<file path="config.mk">
export PLATFORM = sky130hd
export DESIGN_NAME = playfair_digraph_cipher
export DESIGN_NICKNAME = d
export VERILOG_FILES = /design/src/rtl/core/pfdc_pkg.sv /design/src/rtl/core/pfdc_ram.sv /design/src/rtl/core/pfdc_geom.sv /design/src/rtl/core/pfdc_engine.sv /design/src/rtl/core/playfair_digraph_cipher.sv
export SDC_FILE = /design/constraint.sdc
export NUM_CORES = 1
export LEC_CHECK = 0
export ABC_AREA = 0
export BUFFER_PORTS_ARGS = -buffer_cell sky130_fd_sc_hd__buf_2
export CAP_MARGIN = 15
export CORE_UTILIZATION = 25
export DETAILED_ROUTE_END_ITERATION = 10
export HOLD_SLACK_MARGIN = 0.06
export MAX_ROUTING_LAYER = met4
export PLACE_DENSITY_LB_ADDON = 0.15
export SKIP_LAST_GASP = 1
export SYNTH_ARGS = -nofsm -noshare
export SYNTH_HDL_FRONTEND = slang
export SYNTH_SLANG_ARGS = --single-unit
</file>
<file path="constraint.sdc">
create_clock -name clk -period 12.4 [get_ports clk]
set_clock_uncertainty 0.1 [all_clocks]
set_input_delay 0.62 -clock clk [delete_from_list [all_inputs] [get_ports clk]]
set_output_delay 0.62 -clock clk [all_outputs]
set_load 0.02 [all_outputs]
</file>
<file path="src/rtl/core/pfdc_pkg.sv">
`default_nettype none
package pfdc_pkg;

  localparam int GRID_SIDE   = 5;
  localparam int CELLS       = GRID_SIDE * GRID_SIDE;
  localparam int NUM_LETTERS = 26;
  localparam int IDX_W       = $clog2(GRID_SIDE);
  localparam int CELL_W      = $clog2(CELLS);

  typedef logic [4:0]        letter_t;
  typedef logic [CELL_W-1:0] cell_t;
  typedef logic [IDX_W-1:0]  idx_t;

  localparam letter_t LETTER_A = 5'd0;
  localparam letter_t LETTER_I = 5'd8;
  localparam letter_t LETTER_J = 5'd9;
  localparam letter_t LETTER_Z = 5'd25;

  // request codes
  localparam logic [2:0] REQ_CLEAR    = 3'd0;
  localparam logic [2:0] REQ_KEY      = 3'd1;
  localparam logic [2:0] REQ_COMPLETE = 3'd2;
  localparam logic [2:0] REQ_ENCRYPT  = 3'd3;
  localparam logic [2:0] REQ_DECRYPT  = 3'd4;

  // status codes
  localparam logic [1:0] ST_OK        = 2'd0;
  localparam logic [1:0] ST_NOT_READY = 2'd1;
  localparam logic [1:0] ST_FULL      = 2'd2;

  typedef enum logic [2:0] {
    S_IDLE,
    S_EXEC,
    S_FILL,
    S_LOOK1,
    S_LOOK2,
    S_EMIT
  } state_t;

  typedef struct packed {
    logic [2:0] req;
    letter_t    a;
    letter_t    b;
  } item_t;

  typedef struct packed {
    logic       valid;
    letter_t    a;
    letter_t    b;
    logic [1:0] status;
  } result_t;

  // one write and two reads per cycle; both stores use 5-bit address and data
  typedef struct packed {
    logic    we;
    cell_t   waddr;
    letter_t wdata;
    cell_t   raddr0;
    cell_t   raddr1;
  } ram_port_t;

  function automatic letter_t clamp_letter(input letter_t v);
    return (v > LETTER_Z) ? LETTER_Z : v;
  endfunction

  function automatic letter_t fold_j(input letter_t v);
    return (v == LETTER_J) ? LETTER_I : v;
  endfunction

  function automatic idx_t cell_row(input cell_t p);
    idx_t r;
    r = '0;
    for (int i = 1; i < GRID_SIDE; i++) begin
      if (p >= CELL_W'(i * GRID_SIDE)) r = IDX_W'(i);
    end
    return r;
  endfunction

  function automatic idx_t cell_col(input cell_t p, input idx_t r);
    return IDX_W'(p - CELL_W'(r) * CELL_W'(GRID_SIDE));
  endfunction

  function automatic cell_t cell_of(input idx_t r, input idx_t c);
    return CELL_W'(r) * CELL_W'(GRID_SIDE) + CELL_W'(c);
  endfunction

endpackage
`default_nettype wire

</file>
<file path="src/rtl/core/pfdc_ram.sv">
`default_nettype none
module pfdc_ram #(
  parameter int WIDTH = 5,
  parameter int DEPTH = 25
) (
  input  wire logic                     clk,
  input  wire logic                     we,
  input  wire logic [$clog2(DEPTH)-1:0] waddr,
  input  wire logic [WIDTH-1:0]         wdata,
  input  wire logic [$clog2(DEPTH)-1:0] raddr0,
  input  wire logic [$clog2(DEPTH)-1:0] raddr1,
  output      logic [WIDTH-1:0]         rdata0,
  output      logic [WIDTH-1:0]         rdata1
);

  logic [WIDTH-1:0] mem [DEPTH];

  always_ff @(posedge clk) begin
    if (we) mem[waddr] <= wdata;
  end

  always_ff @(posedge clk) begin
    rdata0 <= mem[raddr0];
    rdata1 <= mem[raddr1];
  end

endmodule
`default_nettype wire

</file>
<file path="src/rtl/core/pfdc_geom.sv">
`default_nettype none
module pfdc_geom (
  input  wire pfdc_pkg::cell_t pos_a,
  input  wire pfdc_pkg::cell_t pos_b,
  input  wire logic            decrypt,
  output      pfdc_pkg::cell_t cell_a,
  output      pfdc_pkg::cell_t cell_b
);

  pfdc_pkg::idx_t r1, c1, r2, c2;
  pfdc_pkg::idx_t nr1, nc1, nr2, nc2;

  function automatic pfdc_pkg::idx_t wrap_step(input pfdc_pkg::idx_t v, input logic back);
    localparam pfdc_pkg::idx_t LAST = pfdc_pkg::IDX_W'(pfdc_pkg::GRID_SIDE - 1);
    pfdc_pkg::idx_t n;
    if (back) n = (v == '0) ? LAST : v - 1'b1;
    else      n = (v == LAST) ? '0 : v + 1'b1;
    return n;
  endfunction

  always_comb begin
    r1 = pfdc_pkg::cell_row(pos_a);
    r2 = pfdc_pkg::cell_row(pos_b);
    c1 = pfdc_pkg::cell_col(pos_a, r1);
    c2 = pfdc_pkg::cell_col(pos_b, r2);
    nr1 = r1;
    nr2 = r2;
    nc1 = c1;
    nc2 = c2;
    priority if (r1 == r2) begin
      nc1 = wrap_step(c1, decrypt);
      nc2 = wrap_step(c2, decrypt);
    end else if (c1 == c2) begin
      nr1 = wrap_step(r1, decrypt);
      nr2 = wrap_step(r2, decrypt);
    end else begin
      nc1 = c2;
      nc2 = c1;
    end
    cell_a = pfdc_pkg::cell_of(nr1, nc1);
    cell_b = pfdc_pkg::cell_of(nr2, nc2);
  end

endmodule
`default_nettype wire

</file>
<file path="src/rtl/core/pfdc_engine.sv">
`default_nettype none
module pfdc_engine (
  input  wire logic                 clk,
  input  wire logic                 rst,
  input  wire logic                 in_valid,
  output      logic                 in_ready,
  input  wire pfdc_pkg::item_t      item,
  output      pfdc_pkg::ram_port_t  key_port,
  input  wire pfdc_pkg::letter_t    key_rdata0,
  input  wire pfdc_pkg::letter_t    key_rdata1,
  output      pfdc_pkg::ram_port_t  pos_port,
  input  wire pfdc_pkg::cell_t      pos_rdata0,
  input  wire pfdc_pkg::cell_t      pos_rdata1,
  input  wire logic                 out_free,
  output      pfdc_pkg::result_t    result
);

  pfdc_pkg::state_t  state, state_next;
  logic [2:0]        req;
  pfdc_pkg::letter_t let_a, let_b;
  logic [pfdc_pkg::NUM_LETTERS-1:0] used, used_next;
  pfdc_pkg::cell_t   fill, fill_next;
  logic              ready, ready_next;
  pfdc_pkg::letter_t cnt, cnt_next;
  pfdc_pkg::result_t res, res_next;

  logic              place_en, do_place;
  pfdc_pkg::letter_t place_c;
  pfdc_pkg::cell_t   cell_a, cell_b;
  logic              is_pair, full;

  assign is_pair = (req == pfdc_pkg::REQ_ENCRYPT) || (req == pfdc_pkg::REQ_DECRYPT);
  assign full    = (fill >= pfdc_pkg::CELL_W'(pfdc_pkg::CELLS));

  pfdc_geom u_geom (
    .pos_a   (pos_rdata0),
    .pos_b   (pos_rdata1),
    .decrypt (req == pfdc_pkg::REQ_DECRYPT),
    .cell_a  (cell_a),
    .cell_b  (cell_b)
  );

  // next state
  always_comb begin
    state_next = state;
    unique case (state)
      pfdc_pkg::S_IDLE: begin
        if (in_valid) state_next = pfdc_pkg::S_EXEC;
      end
      pfdc_pkg::S_EXEC: begin
        if (req == pfdc_pkg::REQ_COMPLETE) state_next = pfdc_pkg::S_FILL;
        else if (is_pair && ready)         state_next = pfdc_pkg::S_LOOK1;
        else                               state_next = pfdc_pkg::S_EMIT;
      end
      pfdc_pkg::S_FILL: begin
        if (cnt == 5'(pfdc_pkg::NUM_LETTERS - 1)) state_next = pfdc_pkg::S_EMIT;
      end
      pfdc_pkg::S_LOOK1: state_next = pfdc_pkg::S_LOOK2;
      pfdc_pkg::S_LOOK2: state_next = pfdc_pkg::S_EMIT;
      pfdc_pkg::S_EMIT: begin
        if (out_free) state_next = pfdc_pkg::S_IDLE;
      end
      default: state_next = pfdc_pkg::S_IDLE;
    endcase
  end

  // outputs and datapath
  always_comb begin
    in_ready   = (state == pfdc_pkg::S_IDLE);
    place_en   = 1'b0;
    place_c    = let_a;
    used_next  = used;
    fill_next  = fill;
    ready_next = ready;
    cnt_next   = cnt;
    res_next   = res;
    key_port   = '0;
    pos_port   = '0;

    unique case (state)
      pfdc_pkg::S_IDLE: begin
      end
      pfdc_pkg::S_EXEC: begin
        res_next = '0;
        cnt_next = '0;
        unique case (req)
          pfdc_pkg::REQ_CLEAR: begin
            used_next  = '0;
            fill_next  = '0;
            ready_next = 1'b0;
          end
          pfdc_pkg::REQ_KEY: begin
            if (full) res_next.status = pfdc_pkg::ST_FULL;
            else      place_en = 1'b1;
          end
          pfdc_pkg::REQ_ENCRYPT, pfdc_pkg::REQ_DECRYPT: begin
            if (!ready) res_next.status = pfdc_pkg::ST_NOT_READY;
            pos_port.raddr0 = pfdc_pkg::fold_j(let_a);
            pos_port.raddr1 = pfdc_pkg::fold_j(let_b);
          end
          default: begin
          end
        endcase
      end
      pfdc_pkg::S_FILL: begin
        place_en = 1'b1;
        place_c  = cnt;
        cnt_next = cnt + 1'b1;
        if (cnt == 5'(pfdc_pkg::NUM_LETTERS - 1)) ready_next = 1'b1;
      end
      pfdc_pkg::S_LOOK1: begin
        key_port.raddr0 = cell_a;
        key_port.raddr1 = cell_b;
      end
      pfdc_pkg::S_LOOK2: begin
        res_next.a = key_rdata0;
        res_next.b = key_rdata1;
      end
      pfdc_pkg::S_EMIT: begin
      end
      default: begin
      end
    endcase

    // J, duplicates and a full square drop the letter
    do_place = place_en && (place_c != pfdc_pkg::LETTER_J) && !full && !used[place_c];
    if (do_place) begin
      used_next[place_c] = 1'b1;
      fill_next          = fill + 1'b1;
      key_port.we        = 1'b1;
      key_port.waddr     = fill;
      key_port.wdata     = place_c;
      pos_port.we        = 1'b1;
      pos_port.waddr     = place_c;
      pos_port.wdata     = fill;
    end

    result       = res;
    result.valid = (state == pfdc_pkg::S_EMIT);
  end

  always_ff @(posedge clk) begin
    if (rst) begin
      state <= pfdc_pkg::S_IDLE;
      used  <= '0;
      fill  <= '0;
      ready <= 1'b0;
    end else begin
      state <= state_next;
      used  <= used_next;
      fill  <= fill_next;
      ready <= ready_next;
    end
  end

  always_ff @(posedge clk) begin
    cnt <= cnt_next;
    res <= res_next;
    if (in_valid && in_ready) begin
      req   <= item.req;
      let_a <= pfdc_pkg::clamp_letter(item.a);
      let_b <= pfdc_pkg::clamp_letter(item.b);
    end
  end

endmodule
`default_nettype wire

</file>
<file path="src/rtl/core/playfair_digraph_cipher.sv">
`default_nettype none
// Channel   Dir  Fields (tdata, lowest bit up)
// s_*       in   req_type[2:0], letter_a[7:3], letter_b[12:8], zero pad [15:13]
// m_*       out  out_a[4:0], out_b[9:5], status[11:10], zero pad [15:12]
//
// One item at a time. Clear, key letter and unknown requests go from input
// transfer through the execute step to the emit step; encrypt/decrypt add
// a position read, then a square read, each a registered memory port; complete
// adds a fill step, one letter per cycle through the single write port of each store.
// Reset (synchronous) empties the square; the stores themselves are not
// cleared, and the cell -> letter store is only read once the square has been completed.
// The result register lets the next item start while a result waits;
// the engine holds in its emit step while that register is still full.
module playfair_digraph_cipher (
  input  wire logic        clk,
  input  wire logic        rst,
  input  wire logic        s_tvalid,
  output      logic        s_tready,
  input  wire logic [15:0] s_tdata,   // req_type, letter_a, letter_b
  output      logic        m_tvalid,
  input  wire logic        m_tready,
  output      logic [15:0] m_tdata    // out_a, out_b, status
);

  pfdc_pkg::item_t     item;
  pfdc_pkg::ram_port_t key_port, pos_port;
  pfdc_pkg::letter_t   key_rdata0, key_rdata1;
  pfdc_pkg::cell_t     pos_rdata0, pos_rdata1;
  pfdc_pkg::result_t   eng_res;
  logic                out_free, out_load;

  assign item.req = s_tdata[2:0];
  assign item.a   = s_tdata[7:3];
  assign item.b   = s_tdata[12:8];

  assign out_free = !m_tvalid || m_tready;
  assign out_load = eng_res.valid && out_free;

  pfdc_engine u_engine (
    .clk        (clk),
    .rst        (rst),
    .in_valid   (s_tvalid),
    .in_ready   (s_tready),
    .item       (item),
    .key_port   (key_port),
    .key_rdata0 (key_rdata0),
    .key_rdata1 (key_rdata1),
    .pos_port   (pos_port),
    .pos_rdata0 (pos_rdata0),
    .pos_rdata1 (pos_rdata1),
    .out_free   (out_free),
    .result     (eng_res)
  );

  // cell -> letter
  pfdc_ram #(.WIDTH(5), .DEPTH(pfdc_pkg::CELLS)) u_key_ram (
    .clk    (clk),
    .we     (key_port.we),
    .waddr  (key_port.waddr),
    .wdata  (key_port.wdata),
    .raddr0 (key_port.raddr0),
    .raddr1 (key_port.raddr1),
    .rdata0 (key_rdata0),
    .rdata1 (key_rdata1)
  );

  // letter -> cell
  pfdc_ram #(.WIDTH(pfdc_pkg::CELL_W), .DEPTH(pfdc_pkg::NUM_LETTERS)) u_pos_ram (
    .clk    (clk),
    .we     (pos_port.we),
    .waddr  (pos_port.waddr),
    .wdata  (pos_port.wdata),
    .raddr0 (pos_port.raddr0),
    .raddr1 (pos_port.raddr1),
    .rdata0 (pos_rdata0),
    .rdata1 (pos_rdata1)
  );

  // output register
  always_ff @(posedge clk) begin
    if (rst) begin
      m_tvalid <= 1'b0;
    end else if (out_load) begin
      m_tvalid <= 1'b1;
    end else if (m_tready) begin
      m_tvalid <= 1'b0;
    end
  end

  always_ff @(posedge clk) begin
    if (out_load) m_tdata <= {4'b0, eng_res.status, eng_res.b, eng_res.a};
  end

  // a loaded result is presented on the next cycle
  assert property (@(posedge clk) disable iff (rst) out_load |=> m_tvalid)
    else $error("result load lost");

  // no new transfer while the engine still holds an undelivered result
  assert property (@(posedge clk) disable iff (rst) (s_tvalid && s_tready) |-> !eng_res.valid)
    else $error("input taken during emit");

  // error status carries no letters
  assert property (@(posedge clk) disable iff (rst)
      (m_tvalid && m_tdata[11:10] != pfdc_pkg::ST_OK) |-> (m_tdata[9:0] == 10'd0))
    else $error("letters on error status");

  // result letters stay in the alphabet
  assert property (@(posedge clk) disable iff (rst)
      m_tvalid |-> (m_tdata[4:0] <= pfdc_pkg::LETTER_Z && m_tdata[9:5] <= pfdc_pkg::LETTER_Z))
    else $error("result letter out of range");

endmodule
`default_nettype wire
</file>
* Word-level counts from Yosys, hierarchy flattened
Memories as Yosys holds them, arrays and structs flattened. A register that Yosys moved wholly into a read port is not among the register bits.
Cells that the tools add are included.
W data, S select, Z words.
** Word-level totals
- Bits in registers :: 78
- Bits in latches :: 0
- RAM bits :: 255
- Memory bits (read-only) :: 0
- Input bits :: 20
- Output and inout bits :: 18
- Memories kept :: 2
** Operators by class
- Add/sub/neg operators :: 14
- Multiply operators :: 4
- Div/mod/pow operators :: 0
- $lt $le $gt $ge :: 13
- Equality and inequality tests :: 23
- Shift operators :: 0
- Mux-type cells :: 69
- Bitwise logic cells :: 1
- Reduce and logical (&&, ||, !) cells :: 27
** Memory list
- u_pos_ram.mem :: depth 26, width 5, rd ports 2, clocked after memory_dff 2, wr ports 1, RTL line pfdc_ram.sv:16 : logic [WIDTH-1:0] mem [DEPTH];
- u_key_ram.mem :: depth 25, width 5, rd ports 2, clocked after memory_dff 2, wr ports 1, RTL line pfdc_ram.sv:16
** Operators by type and width (number)
- $mux W3 :: 31
- $mux W26 :: 3
- $mux W10 :: 3
- $mux W5 :: 6
- $or A26 B26 Y26 :: 1
- $mux W11 :: 2
- $eq A3 B3 Y1 const B :: 7
- $ge A5 B4 Y1 const B :: 4
- $pmux W10 S2 :: 1
- $logic_not A3 Y1 :: 6
- $pmux W3 S6 :: 1
- $ge A5 B5 Y1 const B :: 3
- $mux W1 :: 15
- $add A3 B1 Y3 const B :: 4
- $eq A3 B2 Y1 const B :: 4
- $sub A3 B1 Y3 const B :: 4
- $add A5 B1 Y5 const B :: 2
- $add A5 B3 Y5 :: 2
- $eq A5 B4 Y1 const B :: 2
- $ge A5 B3 Y1 const B :: 2
- $gt A5 B5 Y1 const B :: 2
- $mul A3 B3 Y5 const B :: 2
- $pmux W5 S2 :: 1
- $reduce_bool A2 Y1 :: 5
- other kinds (21) :: 38

* Longest topological paths before layout
- Depth in word-level cells :: 13
- Gate-level depth with buffers :: 26
- Depth with buffers taken out :: 24

* Modules after synthesis
Synthesis repeated with hierarchy kept, for this count alone.
** Unflattened totals
- Cells, all modules :: 1371
- Area, all modules :: 18128.6 sq um
** By module, submodules not included
- pfdc_ram (u_pos_ram) :: instances 1, cells each 412, area an instance 6497.5 sq um
- pfdc_ram (u_key_ram) :: instances 1, cells each 372, area an instance 6223.5 sq um
- pfdc_engine :: instances 1, cells each 386, area an instance 3597.2 sq um
- pfdc_geom :: instances 1, cells each 179, area an instance 1361.3 sq um
- playfair_digraph_cipher :: instances 1, cells each 22, area an instance 449.2 sq um

* Worst setup path after synthesis
OpenSTA, ideal clock, no wires.
- Path type :: register to register
- Start point :: register u_pos_ram.rdata1[4] (read register of u_pos_ram.mem)
- End point :: register u_key_ram.rdata1[0] (read register of u_key_ram.mem)
- Setup time :: 121 ps
- Arrival :: 6108 ps
- Required time :: 12179 ps
- Path slack :: 6071 ps
- Cell stages (with the launch flop) :: 24
- Path buffers :: 3
- Path through :: dfxtp_1 buf_2 nor2_1 mux2_2 a22oi_1 inv_1 ha_1 fa_1 xnor2_1 xnor2_1 nand3_1 a221oi_1 a21oi_1 ha_1 ha_1 inv_1 fa_1 nor2_1 clkbuf_1 buf_1 mux4_2 a21oi_1 o21ai_0 mux2_2
** Between the ends
- Cells in the longest elaborated chain, start to end :: 13
- Elaborated cells between the ends (all ways) :: 33
** Ends and longest elaborated chain
- from (decl) :: RTL line pfdc_ram.sv:13 : output logic [WIDTH-1:0] rdata1
- $ge A5 B3 Y1 :: RTL line pfdc_pkg.sv:74 : if (p >= CELL_W'(i * GRID_SIDE)) r = IDX_W'(i);
- $mux W1 :: RTL line pfdc_pkg.sv:74
- $mux W3 (2 in a row) :: RTL line pfdc_pkg.sv:74
- $mux W3 (*) :: RTL line pfdc_pkg.sv:74
- $mul A3 B3 Y3, or another cell as far along :: RTL line pfdc_pkg.sv:80 : return IDX_W'(p - CELL_W'(r) * CELL_W'(GRID_SIDE));
- $sub A3 B3 Y3, or another cell as far along :: RTL line pfdc_pkg.sv:80
- $eq A3 B3 Y1, or another cell as far along :: RTL line pfdc_geom.sv:33 : end else if (c1 == c2) begin
- $mux W3 (on tied branches) :: RTL line pfdc_geom.sv:33, pfdc_geom.sv:16, pfdc_geom.sv:17
- $mux W3 (on tied branches) :: RTL line pfdc_geom.sv:30, pfdc_geom.sv:16
- $mul A3 B3 Y5 or $mux W3 (tied branches) :: RTL line pfdc_pkg.sv:84, pfdc_geom.sv:30
- $add A5 B3 Y5 (*) :: RTL line pfdc_pkg.sv:84 : return CELL_W'(r) * CELL_W'(GRID_SIDE) + CELL_W'(c);
- $mux W10 (*) :: RTL line pfdc_engine.sv:80 : unique case (state)
- to (decl) :: RTL line pfdc_ram.sv:13
Every way passes the cells marked *; elsewhere a longest branch is shown, timed or not.
A chain may end at the register's enable or synchronous reset.

* Worst setup path in the final report
- Start point :: register u_pos_ram.rdata1[4] (read register of u_pos_ram.mem)
- End point :: register u_key_ram.rdata0[0] (read register of u_key_ram.mem)
** Between the ends
- Cells in the longest elaborated chain, start to end :: 13
- Elaborated cells between the ends (all ways) :: 19
** Ends and longest elaborated chain
- $ge A5 B3 Y1 :: RTL line pfdc_pkg.sv:74
- $mux W1 :: RTL line pfdc_pkg.sv:74
- $mux W3 (2 in a row) :: RTL line pfdc_pkg.sv:74
- $mux W3 (*) :: RTL line pfdc_pkg.sv:74
- $mul A3 B3 Y3 :: RTL line pfdc_pkg.sv:80
- $sub A3 B3 Y3 :: RTL line pfdc_pkg.sv:80
- $eq A3 B3 Y1 :: RTL line pfdc_geom.sv:33
- $mux W3 :: RTL line pfdc_geom.sv:33
- $mux W3 :: RTL line pfdc_geom.sv:30 : priority if (r1 == r2) begin
- $mul A3 B3 Y5 :: RTL line pfdc_pkg.sv:84
- $add A5 B3 Y5 (*) :: RTL line pfdc_pkg.sv:84
- $mux W10 (*) :: RTL line pfdc_engine.sv:80
- to (decl) :: RTL line pfdc_ram.sv:12 : output logic [WIDTH-1:0] rdata0,
Marks and branches as above.

==> out/results.tsv <==
metric	value	unit
gr-total-overflow	0	
synth_cell_types	75	
drc	0	
worstPathArrival	8450	ps
drive_above_1_share	22.0	%
clock-sinks	352	
start_util	25.2	%
viasPerCell	4.76	
grt_pass1_vias	11200	
diodes	0	
layout.cells.most_common_list	edfxtp_1 (297), nor2_1 (100), mux4_2 (94), nand2_1 (75), mux2i_1 (67)	
r2r_slack	4330	ps
drt_iter0_drc	783	
design.portCount	38	
r2r_end	u_key_ram.rdata0[0]	
ctsResizeCount	0	
ir_drop	143	uV
final_common_cell	edfxtp_1	
synthCells	1299	
clock-root-buffer	clkbuf_16	
rsz0062_at_grt	false	
drv_cap	0	
cp-end-kind	register	
min_to	u_engine.req[2]	
whs_path_depth	1	
antenna_found_initial	0	
p_int	0.00240	W
fin_nets	1380	
tns	0	ps
powerDensity	174	nW/um2
clk_latency	590	ps
synth-async-reset-ratio	0	%
grtUsageTotal	13.9	%
swShare	32.3	%
num_vias	11000	
core_area	69900	um2
firstDrtPassIters	5	
hp-start	s_tdata[2]	
finalCritPeriodShare	65.1	%
ys_warn_count	0	
syn_to_final_growth	15.2	%
placed_cells	2217	
placementRows	97	
ys_ff_latch	352	
cts_buffers	43	
cp.required	12780	ps
tritoncts	yes	
pre_cts_ws	4220	ps
drtAntennaViolNets	0	
ys_seq_area_share	56.8	%
path_class	register to register	
relSlewSlack	25.0	%
drv_slew	0	
finalWirelength	47.6	mm
finalHoldViolations	0	
gp_congestion	0.780	
cts_buffer_depth	3	
power.leakage	6.60	nW
die_w	268	um
fin_util	29.1	%
p_seq_share	37.5	%
fmax	124	MHz
avgRoutedWirePerCell	20.7	um
fin_area	20300	um2
rr_startpoint	u_pos_ram.rdata1[4]	
postCtsSetupRepairBufs	0	
netSwitchingPower	0.00114	W
min_path_type	input port to register	
period_minus_slack	8070	ps
r2r_cells	22	
die_area	71600	um2
clkPwrFrac	35.5	%
crit_fanout	21	
clk_pin_slew	60	ps
mappedNetlistArea	17600	um2
holdBufCountCts	0	
dp_hpwl	31.7	mm
combPwrFrac	27.0	%
setup_viol	0	
grt_pass1_wl	71.6	mm
dpl_cell_area	18900	um2
setup_ws	4330	ps
h-tree-depth	2	
avgSynthCellArea	13.6	um2
start_kind	register	
layout.cells.non_filler	2301	
io_buffer_count	30	
status	complete, no violations	
synth-edff-count	297	
ys.flop_type	edfxtp_1	
worst_pin_slew	1130	ps
grt_max_degree	36	
die_h	268	um
cells in the mapped netlist (all sizes together) (5+ instances only):
master,number,area [um2]
xnor2,11,96.3
a31oi,11,68.8
o211ai,14,110
a211oi,37,278
buf,34,184
or2,12,75.1
and2,17,106
mux2,39,439
inv,31,116
nor2b,30,188
mux4,94,2120
a21oi,55,275
edfxtp,297,8920
xor2,7,61.3
nor2,114,430
nor3,25,136
nor3b,6,66.3
ha,30,375
nand2,75,282
or3,5,31.3
nand3,26,135
mux2i,68,684
a22o,25,219
dfxtp,55,1100
o21ai,45,229
nand2b,11,68.8
clkbuf,53,199
a311oi,11,96.3
critical path: stages, from the launching register on:
cell	delay, ps
dfxtp_1	510
nor2_1	70
mux2_2	260
a22oi_1	520
inv_1	140
ha_1	230
fa_1	410
xnor2_1	680
xnor2_1	290
nand3_1	330
mux2_2	380
o32ai_1	280
ha_1	330
ha_1	210
inv_1	70
fa_1	420
buf_4	250
nor2_2	820
buf_4	440
mux4_2	380
mux2i_1	320
a21oi_1	170
mux2_2	320
power by group through the flow:
stage | Clock [W] | Sequential [W] | Combinational (W)
2_1_floorplan | 0 | 0.00134 | 0.000723
3_3_place_gp | 0 | 0.00135 | 0.000977
3_5_place_dp | 0 | 0.00135 | 0.000971
4_1_cts | 0.00130 | 0.00133 | 0.000974
5_1_grt | 0.00134 | 0.00133 | 0.00106
6_report | 0.00126 | 0.00133 | 0.000956
state kept, by name (all words and copies together), names as in the netlist:
register	cells
u_engine.let_b	5
m_tvalid	1
u_pos_ram.rdata0	5
u_engine.cnt	5
u_engine.state	3
u_pos_ram.rdata1	5
u_engine.result	12
m_tdata	12
u_engine.let_a	5
u_engine.ready	1
u_engine.req	3
u_engine.used	25
u_key_ram.rdata1	5
u_key_ram.rdata0	5
u_pos_ram.mem	130
u_engine.fill	5
u_key_ram.mem	125
how the worst max path moves through the flow:
stage	from	endpoint	cells after the start
detailed placement	u_pos_ram.rdata1[4]	u_key_ram.rdata0[0]	22
global placement	u_pos_ram.rdata1[4]	u_key_ram.rdata0[0]	22
finish	u_pos_ram.rdata1[4]	u_key_ram.rdata0[0]	22
CTS	u_pos_ram.rdata1[4]	u_key_ram.rdata0[0]	22
global route	u_pos_ram.rdata1[4]	u_key_ram.rdata0[0]	22
floorplan	u_pos_ram.rdata1[4]	u_key_ram.rdata1[0]	23
through the flow:
step | hold WS [ps] | power (W)
global placement | 314 | 0.00233
CTS | 81.2 | 0.00360
floorplan | 300 | 0.00206
global route | 96.1 | 0.00374
detailed placement | 310 | 0.00233
finish | 118 | 0.00354
kinds of logic after synthesis:
logic type | Yosys count | share of synthesized area [%]
adder cells (fa/ha/maj) | 35 | 2.64
XOR/XNOR | 18 | 0.894
multiplexers | 201 | 18.4
AND/OR/NAND/NOR | 336 | 9.28
AO/OA/AOI/OAI | 238 | 9.17
other | 1 | 0.0213
buffers and inverters | 118 | 2.83
flip-flops | 352 | 56.8
metal layers:
| metal | GRT usage [%] | up-vias | share of wire [%] |
|---|---|---|---|
| met3 | 2.21 | 72 | 3.8 |
| met1 | 18.7 | 5587 | 48 |
| met4 | 4.14 | 0 | 2.5 |
| met2 | 21.4 | 198 | 46 |
| met5 | - | - | 0 |
| li1 | - | 5100 | - |
cell type report:
class	instances	area, um2
multi-input cells	837	7190
flip-flops and latches	352	10000
repair buffers	61	425
fillers	7075	49600
clock inverters	28	274
inverters	31	116
well taps	940	1180
clock buffers	52	1130
Note: power is estimated with default switching activity, not from simulation.
